## src/hdl/pbrd_pkg.sv

```systemverilog
package pbrd_pkg;

	localparam int SAMPLE_BITS = 12;
	localparam int TIME_BITS   = 32;
	localparam int RATE_BITS   = 16;
	localparam int MIN_BITS    = 16;
	localparam int CFG_BITS    = 16;
	localparam int INDEX_BITS  = 2;

	localparam int DIV_W     = (TIME_BITS > RATE_BITS) ? TIME_BITS : RATE_BITS + 1;
	localparam int DIV_CNT_W = $clog2(RATE_BITS);

	localparam logic [RATE_BITS-1:0]   RATE_NUMERATOR = RATE_BITS'(60000);
	localparam logic [SAMPLE_BITS-1:0] TRIGGER_RESET  = SAMPLE_BITS'(2800);
	localparam logic [SAMPLE_BITS-1:0] RELEASE_RESET  = SAMPLE_BITS'(2500);
	localparam logic [MIN_BITS-1:0]    MIN_RESET      = MIN_BITS'(400);

	localparam logic [INDEX_BITS-1:0] REG_TRIGGER = INDEX_BITS'(0);
	localparam logic [INDEX_BITS-1:0] REG_RELEASE = INDEX_BITS'(1);
	localparam logic [INDEX_BITS-1:0] REG_MIN_INT = INDEX_BITS'(2);

	typedef enum logic [1:0] {
		ST_IDLE,
		ST_CHECK,
		ST_DIV,
		ST_DONE
	} state_t;

endpackage

```

## src/hdl/pbrd_div.sv

```systemverilog
module pbrd_div (
	input  logic                              clk,
	input  logic                              arst_n,
	input  logic                              start,
	input  logic [pbrd_pkg::TIME_BITS-1:0]    divisor,
	output logic                              done,
	output logic [pbrd_pkg::RATE_BITS-1:0]    quotient
);

	logic [pbrd_pkg::TIME_BITS-1:0] div_q;
	logic [pbrd_pkg::RATE_BITS-1:0] rem_q;
	logic [pbrd_pkg::RATE_BITS-1:0] quo_q;
	logic [pbrd_pkg::DIV_CNT_W-1:0] cnt_q;
	logic                           busy_q;
	logic                           done_q;

	logic [pbrd_pkg::DIV_W-1:0] trial;
	logic [pbrd_pkg::DIV_W-1:0] div_ext;
	logic [pbrd_pkg::DIV_W-1:0] diff;
	logic                       fits;

	always_comb begin
		trial   = pbrd_pkg::DIV_W'({rem_q, quo_q[pbrd_pkg::RATE_BITS-1]});
		div_ext = pbrd_pkg::DIV_W'(div_q);
		fits    = trial >= div_ext;
		diff    = trial - div_ext;
	end

	always_ff @(posedge clk or negedge arst_n) begin
		if (!arst_n) begin
			busy_q <= 1'b0;
			done_q <= 1'b0;
			cnt_q  <= '0;
		end else begin
			done_q <= 1'b0;
			if (start) begin
				busy_q <= 1'b1;
				cnt_q  <= pbrd_pkg::DIV_CNT_W'(pbrd_pkg::RATE_BITS - 1);
			end else if (busy_q) begin
				cnt_q <= cnt_q - pbrd_pkg::DIV_CNT_W'(1);
				if (cnt_q == '0) begin
					busy_q <= 1'b0;
					done_q <= 1'b1;
				end
			end
		end
	end

	always_ff @(posedge clk) begin
		if (start) begin
			div_q <= divisor;
			rem_q <= '0;
			quo_q <= pbrd_pkg::RATE_NUMERATOR;
		end else if (busy_q) begin
			rem_q <= fits ? diff[pbrd_pkg::RATE_BITS-1:0] : trial[pbrd_pkg::RATE_BITS-1:0];
			quo_q <= {quo_q[pbrd_pkg::RATE_BITS-2:0], fits};
		end
	end

	assign done     = done_q;
	assign quotient = quo_q;

endmodule

```

## src/hdl/pulse_beat_rate_detector.sv

```systemverilog
// A sample that gives no beat passes from accept through the check and done states to the
// output register; an accepted beat also passes the divide state, where the divider forms the
// rate one quotient bit at a time. Words are taken one at a time; sample_stall is high from
// accept until the result is loaded into the output register, and the output register
// holds its word while result_stall is high.
// Reset (arst_n low, asynchronous): armed, last beat time 0, rate 0, levels 2800/2500,
// minimum interval 400 ms, no result pending.
module pulse_beat_rate_detector (
	input  logic                               clk,
	input  logic                               arst_n,
	input  logic                               cfg_we,
	input  logic [pbrd_pkg::INDEX_BITS-1:0]    cfg_index,
	input  logic [pbrd_pkg::CFG_BITS-1:0]      cfg_data,
	input  logic                               sample_valid,
	output logic                               sample_stall,
	input  logic [pbrd_pkg::SAMPLE_BITS-1:0]   sample,
	input  logic [pbrd_pkg::TIME_BITS-1:0]     time_ms,
	output logic                               result_valid,
	input  logic                               result_stall,
	output logic [pbrd_pkg::RATE_BITS-1:0]     rate_bpm,
	output logic                               beat_latched,
	output logic                               beat_now
);

	pbrd_pkg::state_t state_q, state_d;

	logic [pbrd_pkg::SAMPLE_BITS-1:0] trigger_q;
	logic [pbrd_pkg::SAMPLE_BITS-1:0] release_q;
	logic [pbrd_pkg::MIN_BITS-1:0]    min_int_q;

	logic [pbrd_pkg::SAMPLE_BITS-1:0] sample_q;
	logic [pbrd_pkg::TIME_BITS-1:0]   time_q;
	logic [pbrd_pkg::TIME_BITS-1:0]   last_beat_q;
	logic [pbrd_pkg::RATE_BITS-1:0]   rate_q;
	logic                             latched_q;
	logic                             now_q;

	logic                             out_valid_q;
	logic [pbrd_pkg::RATE_BITS-1:0]   out_rate_q;
	logic                             out_latched_q;
	logic                             out_now_q;

	logic [pbrd_pkg::TIME_BITS-1:0]   interval;
	logic                             above;
	logic                             beat_ok;
	logic                             accept;
	logic                             out_free;
	logic                             div_start;
	logic                             div_done;
	logic [pbrd_pkg::RATE_BITS-1:0]   div_quo;
	logic                             load_out;

	assign accept   = sample_valid && !sample_stall;
	assign out_free = !out_valid_q || !result_stall;
	assign interval = time_q - last_beat_q;
	assign above    = (sample_q > trigger_q) && !latched_q;
	assign beat_ok  = above && (interval > pbrd_pkg::TIME_BITS'(min_int_q));

	pbrd_div u_div (
		.clk      (clk),
		.arst_n   (arst_n),
		.start    (div_start),
		.divisor  (interval),
		.done     (div_done),
		.quotient (div_quo)
	);

	always_comb begin
		state_d = state_q;
		case (state_q)
			pbrd_pkg::ST_IDLE:  if (accept) state_d = pbrd_pkg::ST_CHECK;
			pbrd_pkg::ST_CHECK: state_d = beat_ok ? pbrd_pkg::ST_DIV : pbrd_pkg::ST_DONE;
			pbrd_pkg::ST_DIV:   if (div_done) state_d = pbrd_pkg::ST_DONE;
			pbrd_pkg::ST_DONE:  if (out_free) state_d = pbrd_pkg::ST_IDLE;
			default:            state_d = pbrd_pkg::ST_IDLE;
		endcase
	end

	always_comb begin
		sample_stall = state_q != pbrd_pkg::ST_IDLE;
		div_start    = (state_q == pbrd_pkg::ST_CHECK) && beat_ok;
		load_out     = (state_q == pbrd_pkg::ST_DONE) && out_free;
	end

	always_ff @(posedge clk or negedge arst_n) begin
		if (!arst_n) begin
			state_q     <= pbrd_pkg::ST_IDLE;
			trigger_q   <= pbrd_pkg::TRIGGER_RESET;
			release_q   <= pbrd_pkg::RELEASE_RESET;
			min_int_q   <= pbrd_pkg::MIN_RESET;
			last_beat_q <= '0;
			rate_q      <= '0;
			latched_q   <= 1'b0;
			now_q       <= 1'b0;
			out_valid_q <= 1'b0;
		end else begin
			state_q <= state_d;
			if (cfg_we) begin
				case (cfg_index)
					pbrd_pkg::REG_TRIGGER: trigger_q <= cfg_data[pbrd_pkg::SAMPLE_BITS-1:0];
					pbrd_pkg::REG_RELEASE: release_q <= cfg_data[pbrd_pkg::SAMPLE_BITS-1:0];
					pbrd_pkg::REG_MIN_INT: min_int_q <= cfg_data[pbrd_pkg::MIN_BITS-1:0];
					default: ;
				endcase
			end
			if (state_q == pbrd_pkg::ST_CHECK) begin
				now_q <= 1'b0;
				if (!above && (sample_q < release_q))
					latched_q <= 1'b0;
			end
			if ((state_q == pbrd_pkg::ST_DIV) && div_done) begin
				rate_q      <= div_quo;
				last_beat_q <= time_q;
				latched_q   <= 1'b1;
				now_q       <= 1'b1;
			end
			if (load_out)
				out_valid_q <= 1'b1;
			else if (!result_stall)
				out_valid_q <= 1'b0;
		end
	end

	always_ff @(posedge clk) begin
		if (accept) begin
			sample_q <= sample;
			time_q   <= time_ms;
		end
		if (load_out) begin
			out_rate_q    <= rate_q;
			out_latched_q <= latched_q;
			out_now_q     <= now_q;
		end
	end

	assign result_valid = out_valid_q;
	assign rate_bpm     = out_rate_q;
	assign beat_latched = out_latched_q;
	assign beat_now     = out_now_q;

	a_now_latched: assert property (@(posedge clk) disable iff (!arst_n)
		result_valid && beat_now |-> beat_latched)
		else $error("beat word without latched flag");

	a_rate_range: assert property (@(posedge clk) disable iff (!arst_n)
		result_valid && beat_now |-> rate_bpm <= pbrd_pkg::RATE_NUMERATOR)
		else $error("rate above numerator");

	a_div_in_state: assert property (@(posedge clk) disable iff (!arst_n)
		div_done |-> state_q == pbrd_pkg::ST_DIV)
		else $error("divider finished outside divide state");

	a_accept_check: assert property (@(posedge clk) disable iff (!arst_n)
		accept |=> state_q == pbrd_pkg::ST_CHECK)
		else $error("accepted word not checked");

	a_load_valid: assert property (@(posedge clk) disable iff (!arst_n)
		load_out |=> result_valid)
		else $error("result word lost");

endmodule
```

## config.mk

```make
export PLATFORM = sky130hd
export DESIGN_NAME = pulse_beat_rate_detector
export DESIGN_NICKNAME = d
export VERILOG_FILES = /design/src/hdl/pbrd_pkg.sv /design/src/hdl/pbrd_div.sv /design/src/hdl/pulse_beat_rate_detector.sv
export SDC_FILE = /design/constraint.sdc
export NUM_CORES = 1
export LEC_CHECK = 0
export ABC_AREA = 0
export BUFFER_PORTS_ARGS = -buffer_cell sky130_fd_sc_hd__buf_2
export CAP_MARGIN = 10
export CORE_UTILIZATION = 61
export CTS_BUF_LIST = sky130_fd_sc_hd__clkbuf_16
export DETAILED_ROUTE_END_ITERATION = 10
export MAX_ROUTING_LAYER = met4
export PLACE_DENSITY = 0.81
export REMOVE_ABC_BUFFERS = 1
export SYNTH_ARGS = -nofsm -noshare
export SYNTH_HDL_FRONTEND = slang
export SYNTH_SLANG_ARGS = --single-unit
```

## constraint.sdc

```tcl
create_clock -name clk -period 9.3 [get_ports clk]
set_input_delay 0.465 -clock clk [delete_from_list [all_inputs] [get_ports clk]]
set_output_delay 0.465 -clock clk [all_outputs]
set_load 0.02 [all_outputs]
```

==> results of run 1 <==
final cells by class:
class	instances	area [um2]	area share
flip-flops and latches	225	5960	0.442
multi-input cells	742	5520	0.410
clock buffers	25	626	0.0464
repair buffers	94	495	0.0368
inverters	107	402	0.0298
well taps	265	332	0.0246
clock inverters	19	138	0.0102
layout by cell type, fill, tap and decap left out, types with 5 or more instances in the layout:
master                      Yosys  routed
sky130_fd_sc_hd__inv_1        106     111
sky130_fd_sc_hd__edfxtp_1      94      94
sky130_fd_sc_hd__ha_1          93      93
sky130_fd_sc_hd__o21ai_0       90      90
sky130_fd_sc_hd__nand2_1       86      86
sky130_fd_sc_hd__buf_2          9      85
sky130_fd_sc_hd__dfrtp_1       85      85
sky130_fd_sc_hd__a21oi_1       66      66
sky130_fd_sc_hd__mux2_2        50      50
sky130_fd_sc_hd__nor2_1        47      46
sky130_fd_sc_hd__a21o_1        37      37
sky130_fd_sc_hd__dfxtp_1       32      32
sky130_fd_sc_hd__mux2i_1       31      31
sky130_fd_sc_hd__clkbuf_16      0      25
sky130_fd_sc_hd__xnor2_1       24      24
sky130_fd_sc_hd__a21oi_2       20      20
sky130_fd_sc_hd__nor3_1        15      15
sky130_fd_sc_hd__xor2_1        14      14
sky130_fd_sc_hd__dfstp_2       14      14
sky130_fd_sc_hd__nor4_1        12      12
sky130_fd_sc_hd__nand4_1       11      11
sky130_fd_sc_hd__a31oi_1       11      11
sky130_fd_sc_hd__a211oi_1      11      10
sky130_fd_sc_hd__nand2b_1       9       9
sky130_fd_sc_hd__o21a_1         8       8
sky130_fd_sc_hd__buf_4          0       8
sky130_fd_sc_hd__o211ai_1       7       7
sky130_fd_sc_hd__o31ai_1        7       7
sky130_fd_sc_hd__a211o_1        7       7
sky130_fd_sc_hd__nor2b_1        7       7
sky130_fd_sc_hd__nand4b_1       6       6
sky130_fd_sc_hd__and3_1         6       6
sky130_fd_sc_hd__clkinv_1       1       6
sky130_fd_sc_hd__clkinv_2       0       5
worst paths after layout:
check                      cells after the start   startpoint  slack, ns                end
min reg2reg                                    0   rate_q[11]       0.45       rate_bpm[11]
max reg2reg                                   21    time_q[4]       3.82  u_div.div_ext[10]
max                                           21    time_q[4]       3.82  u_div.div_ext[10]
max in group asynchronous                      3       arst_n       7.64         rate_q[10]
min                                            1  time_ms[28]       0.12         time_q[28]
min in group asynchronous                      2       arst_n       0.51       release_q[5]
routing by layer:
layer / share of wire / track usage
met5: 0 / -
met4: 0.019 / 0.0515
met3: 0.041 / 0.0335
met2: 0.47 / 0.422
met1: 0.47 / 0.343
stage by stage:
| stage | total power, mW | setup slack [ns] | hold slack [ns] | util | cell area [um2] |
|---|---|---|---|---|---|
| after detailed placement | 3.37 | 3.89 | 0.429 | 0.655 | 12700 |
| after global routing | 4.60 | 3.32 | 0.106 | 0.695 | 13500 |
| after CTS | 4.30 | 3.83 | 0.105 | 0.695 | 13500 |
| after global placement | 3.31 | 4.05 | 0.426 | 0.655 | 12700 |
| final | 4.29 | 3.82 | 0.124 | 0.695 | 13500 |
| after floorplan | 2.91 | 4.15 | 0.169 | - | 11900 |
what timing repair did:
| action | 4_1_cts | 5_1_grt |
|---|---|---|
| gates resized for setup | 0 | 0 |
| buffers inserted | 0 | 0 |
| hold buffers | 1 | 0 |
| hold endpoints to repair | 39 | 0 |
registers in the layout, indices dropped and copies added, names as in the netlist, 16 cells and up:
signal,count
last_beat_q,32
min_int_q,16
rate_bpm,16
rate_q,16
time_q,32
u_div.div_ext,32
u_div.quotient,16
u_div.rem_q,16
cell families (layout without fill, tap and decap cells):
logic type / after synthesis / after routing
xor+xnor: 38 / 38
flops: 225 / 225
fa+ha+maj: 95 / 95
compound gates: 303 / 303
simple gates: 225 / 225
mux: 81 / 81
buf+inv: 147 / 245
worst max-delay path, cell delays in order, from the launching register on:
cell                       delay, ns
sky130_fd_sc_hd__edfxtp_1       0.40
sky130_fd_sc_hd__ha_1           0.39
sky130_fd_sc_hd__o211ai_1       0.12
sky130_fd_sc_hd__a21oi_1        0.26
sky130_fd_sc_hd__nor2_1         0.11
sky130_fd_sc_hd__or3_1          0.35
sky130_fd_sc_hd__nor2b_1        0.15
sky130_fd_sc_hd__o21ai_0        0.29
sky130_fd_sc_hd__a21o_1         0.17
sky130_fd_sc_hd__a21oi_1        0.08
sky130_fd_sc_hd__xnor2_1        0.21
sky130_fd_sc_hd__ha_1           0.28
sky130_fd_sc_hd__a21o_1         0.19
sky130_fd_sc_hd__a21o_1         0.17
sky130_fd_sc_hd__a21oi_1        0.12
sky130_fd_sc_hd__o21ai_0        0.09
sky130_fd_sc_hd__a211o_1        0.24
sky130_fd_sc_hd__a21oi_1        0.19
sky130_fd_sc_hd__nand4b_1       0.21
sky130_fd_sc_hd__o41ai_2        0.83
sky130_fd_sc_hd__nor2_2         0.03
sky130_fd_sc_hd__buf_4          0.29
power by group:
group	total (mW)	switching, mW	leakage (nW)	internal, mW
logic	1.87	1.14	3.16	0.737
registers	1.51	0.127	2.39	1.38
clock network	0.913	0.374	0.391	0.539
total	4.29	1.64	5.93	2.66
==> run metrics, run 1 <==
status finished clean; length of the first detailed-routing pass in iterations 5; insertion delay of the later-clocked pin in the worst-skew pair 0.51 ns; cell accounting for the most synthesized area sky130_fd_sc_hd__edfxtp_1; count of final hold-check violations 0; FFs w/ async S/R, synth 0.440; total number of H-tree levels 1; GRT Total Usage 0.257; largest cells by area after synthesis sky130_fd_sc_hd__edfxtp_1 23%, sky130_fd_sc_hd__dfrtp_1 18%, sky130_fd_sc_hd__ha_1 9.6%; count of flip-flops with a built-in enable after synthesis 94; Port Buffer Count 86; number of different library cells in the post-synthesis netlist 72; combinational family with the most area after synthesis compound AO/OA/AOI/OAI gates; clk sink count 225; Achievable Freq 182 MHz; unrepaired setup endpoints after global routing false; DRC marker count from the first detailed-route iteration 461; crit path launch type flop; HP Class in2reg; I/O pins 87; Tightest Pin Transition 1.12 ns; endpoint arrival time on the critical path around 5.7 ns; most used standard cells in the synthesized netlist 106 x sky130_fd_sc_hd__inv_1, 94 x sky130_fd_sc_hd__edfxtp_1, 93 x sky130_fd_sc_hd__ha_1; effective utilization at floorplan 0.622; Antenna Diode Count 0; TritonCTS clock tree built; CTS Buffer Depth 3; post-synthesis share of cell area spent on and, or, nand and nor gates 0.0904; Final TNS setup 0 ns; summed instance area of the synthesized netlist 12100 um2; Layout Cells excl Fill 1477; via count of the first global-routing pass 8180; CTS Buf Count 24; Setup-failing EPs final 0; share of synthesized area occupied by flip-flops and latches 0.494; Avg Cell Area, Syn approximately 11 um2; fin crit period 5.48 ns; initial antenna violation count 0; estimated wirelength of the detail-placed design between 15000 and 20000 um; fillcell total 1463; arithmetic-cell share of the synthesized area counting full adders, half adders and majority gates 0.0998; headroom to the max-slew limit 0.251; total vias in the final route 8431; Die X 143 um; Total Routed Length ~24000 um; Clk pin slew, worst setup/hold paths roughly 0.060 ns; die height approximately 140 um; Worst Skew 0.0110 ns; worst IR drop on VDD 0.000194 V; NumNets Final 1356; average via count per standard cell roughly 5.7; die area 20300 um2; number of placed instances, taps included 1432; type of the worst setup path reg2reg; largest net degree at the start of global routing 65; global-route wire length before repair 40300 um; required time of the critical path 9.52 ns; Synth Warn # 0; power density normalized to cell area around 320 nW/um2; FF+latch count, synth 225; share of the synthesized area in compound gates (AO/OA/AOI/OAI) 0.166; Remaining Overflow, GRT 0; area grow syn2layout 11.7%; count of final max-slew check failures 0; static leakage power ~5.9 nW; post-detailed-route DRC marker count 0; detailed-route wire length per cell between 15 and 20 um; xor-xnor portion of the synthesized cell area 0.0276; Yosys top cell area share 0.234; area inside the core boundary 19400 um2; commonest register cell after synthesis sky130_fd_sc_hd__edfxtp_1; most common cell in the synthesized netlist sky130_fd_sc_hd__inv_1; Root Driver sky130_fd_sc_hd__clkbuf_16; critical path capture point type flop; post-route antenna net violation count 0; maximum net fanout on the critical path 32; count of max-cap constraint violations 0; proportion of synthesized area in mux cells 0.0724; final worst path period share 0.589; share of final-layout standard cells stronger than drive strength 1 0.191; total number of placement rows 51; gp weighted congestion 0.914; post-synthesis instance total 1114
Note: power is estimated with default switching activity, not from simulation.
==> inputs of run 2 (changes only) <==
clock period = 5.2 ns   (was 9.3 ns; I/O delays follow)
==> run metrics, run 2 (synthesis gave the netlist of run 1 again) <==
R2R Path End u_div.rem_q[2]; length of the first detailed-routing pass in iterations 5 (unchanged); GR Util met1 0.350 (+0.00633); count of final max-slew check failures 0 (unchanged); power density normalized to cell area 555 nW/um2 (+74%); fin crit period 4.94 ns (-0.537 ns); Layout Cells excl Fill 1538 (+4.1%); status finished clean; initial antenna violation count 0 (unchanged); detailed-route wire length per cell 16.9 um (+2.6%); Remaining Overflow, GRT 0 (unchanged); global-route wire length before repair 43000 um (+6.7%); estimated wirelength of the detail-placed design 18000 um (+1.2%); number of cells on the critical path 20 (-4.8%); Worst Skew 0.0177 ns (+0.00670 ns); Clk pin slew, worst setup/hold paths 0.06 ns (about the same); commonest non-fill, non-tap cells in the layout 113 x sky130_fd_sc_hd__inv_1, 94 x sky130_fd_sc_hd__edfxtp_1, 93 x sky130_fd_sc_hd__ha_1; insertion delay of the later-clocked pin in the worst-skew pair 0.53 ns (+0.02 ns); family with the most delay on the worst path compound AO/OA/AOI/OAI gates; worst reg2reg setup slack 0.26 ns (-3.56 ns); count of final hold-check violations 0 (unchanged); Worst R2R Path Depth 20 (-4.8%); die area 20300 um2 (unchanged); endpoint arrival time on the critical path 5.40 ns (-0.30 ns); Util after Layout 0.726 (+0.0316); Port Buffer Count 86 (unchanged); die height 143 um (unchanged); Tightest Pin Transition 1.15 ns (+0.0255 ns); leading cell type in the layout, fill and taps excluded sky130_fd_sc_hd__inv_1; clk sink count 225 (unchanged); crit path launch type flop; I/O pins 87 (unchanged); GRT Total Usage 0.274 (+0.0167); area grow syn2layout 16.7%; number of placed instances, taps included 1434 (+0.14%); post-detailed-route DRC marker count 0 (unchanged); static leakage power 6.20 nW (+4.6%); Total Routed Length 26000 um (+6.8%); min setup slack post-route 0.256 ns (-3.56 ns); share of final-layout standard cells stronger than drive strength 1 0.185 (-0.00682); largest net degree at the start of global routing 65 (unchanged); NumNets Final 1417 (+4.5%); headroom to the max-slew limit 0.234 (-0.0170); Final TNS setup 0 ns (unchanged); Die X 143 um (unchanged); Setup-failing EPs final 0 (unchanged); type of the worst setup path reg2reg; via count of the first global-routing pass 8765 (+7.2%); total number of H-tree levels 1 (unchanged); peak-usage layer in the global routing report met2; worst IR drop on VDD 0.000339 V (+75%); Root Driver sky130_fd_sc_hd__clkbuf_16; met2 capacity usage during global routing 0.455 (+0.0322); met3 demand-to-capacity share in global routing 0.0379 (+0.00436); count of max-cap constraint violations 0 (unchanged); required time of the critical path 5.66 ns (-3.86 ns); Worst Setup Slack post-DPL 0.286 ns (-3.61 ns); critical path capture point type flop; Buf/Inv on CP 3 (+2); delay contributed by the slowest stage of the critical path 0.52 ns (-0.31 ns); Achievable Freq 202 MHz (+11%); unrepaired setup endpoints after global routing false; effective utilization at floorplan 0.622 (unchanged); total number of placement rows 51 (unchanged); total vias in the final route 8740 (+3.7%); HP Class in2reg; final worst path period share 0.951 (+0.361); average via count per standard cell 5.68 (-0.45%); CP Launch Point time_q[0]; DRC marker count from the first detailed-route iteration 470 (+2.0%); CTS Buf Count 24 (unchanged); maximum net fanout on the critical path 18 (-44%); post-route antenna net violation count 0 (unchanged); gp weighted congestion 0.934 (+2.1%); worst flop-to-flop path startpoint time_q[0]; cells along the critical path inv_1 -> ha_1 -> inv_1 -> fa_1 -> a21o_1 -> a311o_1 -> nand2_1 -> nand2_1 -> a31oi_1 -> xnor2_1 -> ha_1 -> and3_1 -> a221oi_2 -> o21ai_0 -> a211o_1 -> a21oi_1 -> nand4b_1 -> o41a_1 -> buf_4 -> a21oi_1; Antenna Diode Count 0 (unchanged); end point of the critical path u_div.rem_q[2]; TritonCTS clock tree built; area inside the core boundary 19400 um2 (unchanged); Worst path slowest cell sky130_fd_sc_hd__o41a_1; CTS Buffer Depth 3 (unchanged)
run 2: cell count changes in the layout (fill, tap and decap cells not counted), sizes merged:
cell / previous run / this run
clkinvlp: 2 / 0
inv: 111 / 115
dlygate4sd3: 1 / 58
clkinv: 11 / 9
buf: 93 / 97
run 2: report_power, final:
group | total (mW) | switching (mW) | leakage, nW | internal (mW)
Sequential | 2.70 | 0.233 | 2.39 | 2.47
Combinational | 3.46 | 2.09 | 3.42 | 1.37
Clock | 1.65 | 0.689 | 0.403 | 0.965
run 2: what timing repair did:
action / 4_1_cts / 5_1_grt
endpoints found under the setup margin: 0 / 50
setup buffers: 0 / 2
gates resized for setup: 0 / 3
hold buffers: 58 / 0
hold endpoints to repair: 103 / 0
run 2: routing by layer:
layer	wire length [um]	vias to the layer above	share of wire
met5	0	-	0
met4	679	0	0.026
met3	1150	53	0.044
met2	12500	234	0.48
met1	11700	4150	0.45
li1	-	4303	-
run 2: final cells by class:
type                       count  area [um2]
clock inverter                19         140
fill                        1383        5310
inverter                     107         402
multi-input combinational    742        5530
tap                          265         332
timing repair buffer         155        1100
sequential                   225        5960
clock buffer                  25         626
run 2: through the flow:
| stage | hold slack, ns | area, um2 | total power [mW] |
|---|---|---|---|
| after floorplan | -0.0356 | 11900 | 5.21 |
| after global placement | 0.311 | 12700 | 5.93 |
| after detailed placement | 0.313 | 12700 | 6.07 |
| after CTS | 0.00159 | 14100 | 7.78 |
| after global routing | 0.0116 | 14100 | 8.34 |
| final | 0.00502 | 14100 | 7.81 |
run 2: worst min path at each step:
stage	from	to	slack, ns	cells after the start
2_1_floorplan	arst_n	last_beat_q[0]	-0.04	0
3_3_place_gp	arst_n	release_q[5]	0.31	1
3_5_place_dp	arst_n	release_q[5]	0.31	1
4_1_cts	cfg_data[13]	min_int_q[13]	0.002	2
5_1_grt	cfg_data[13]	min_int_q[13]	0.01	2
6_report	cfg_data[13]	min_int_q[13]	0.005	2
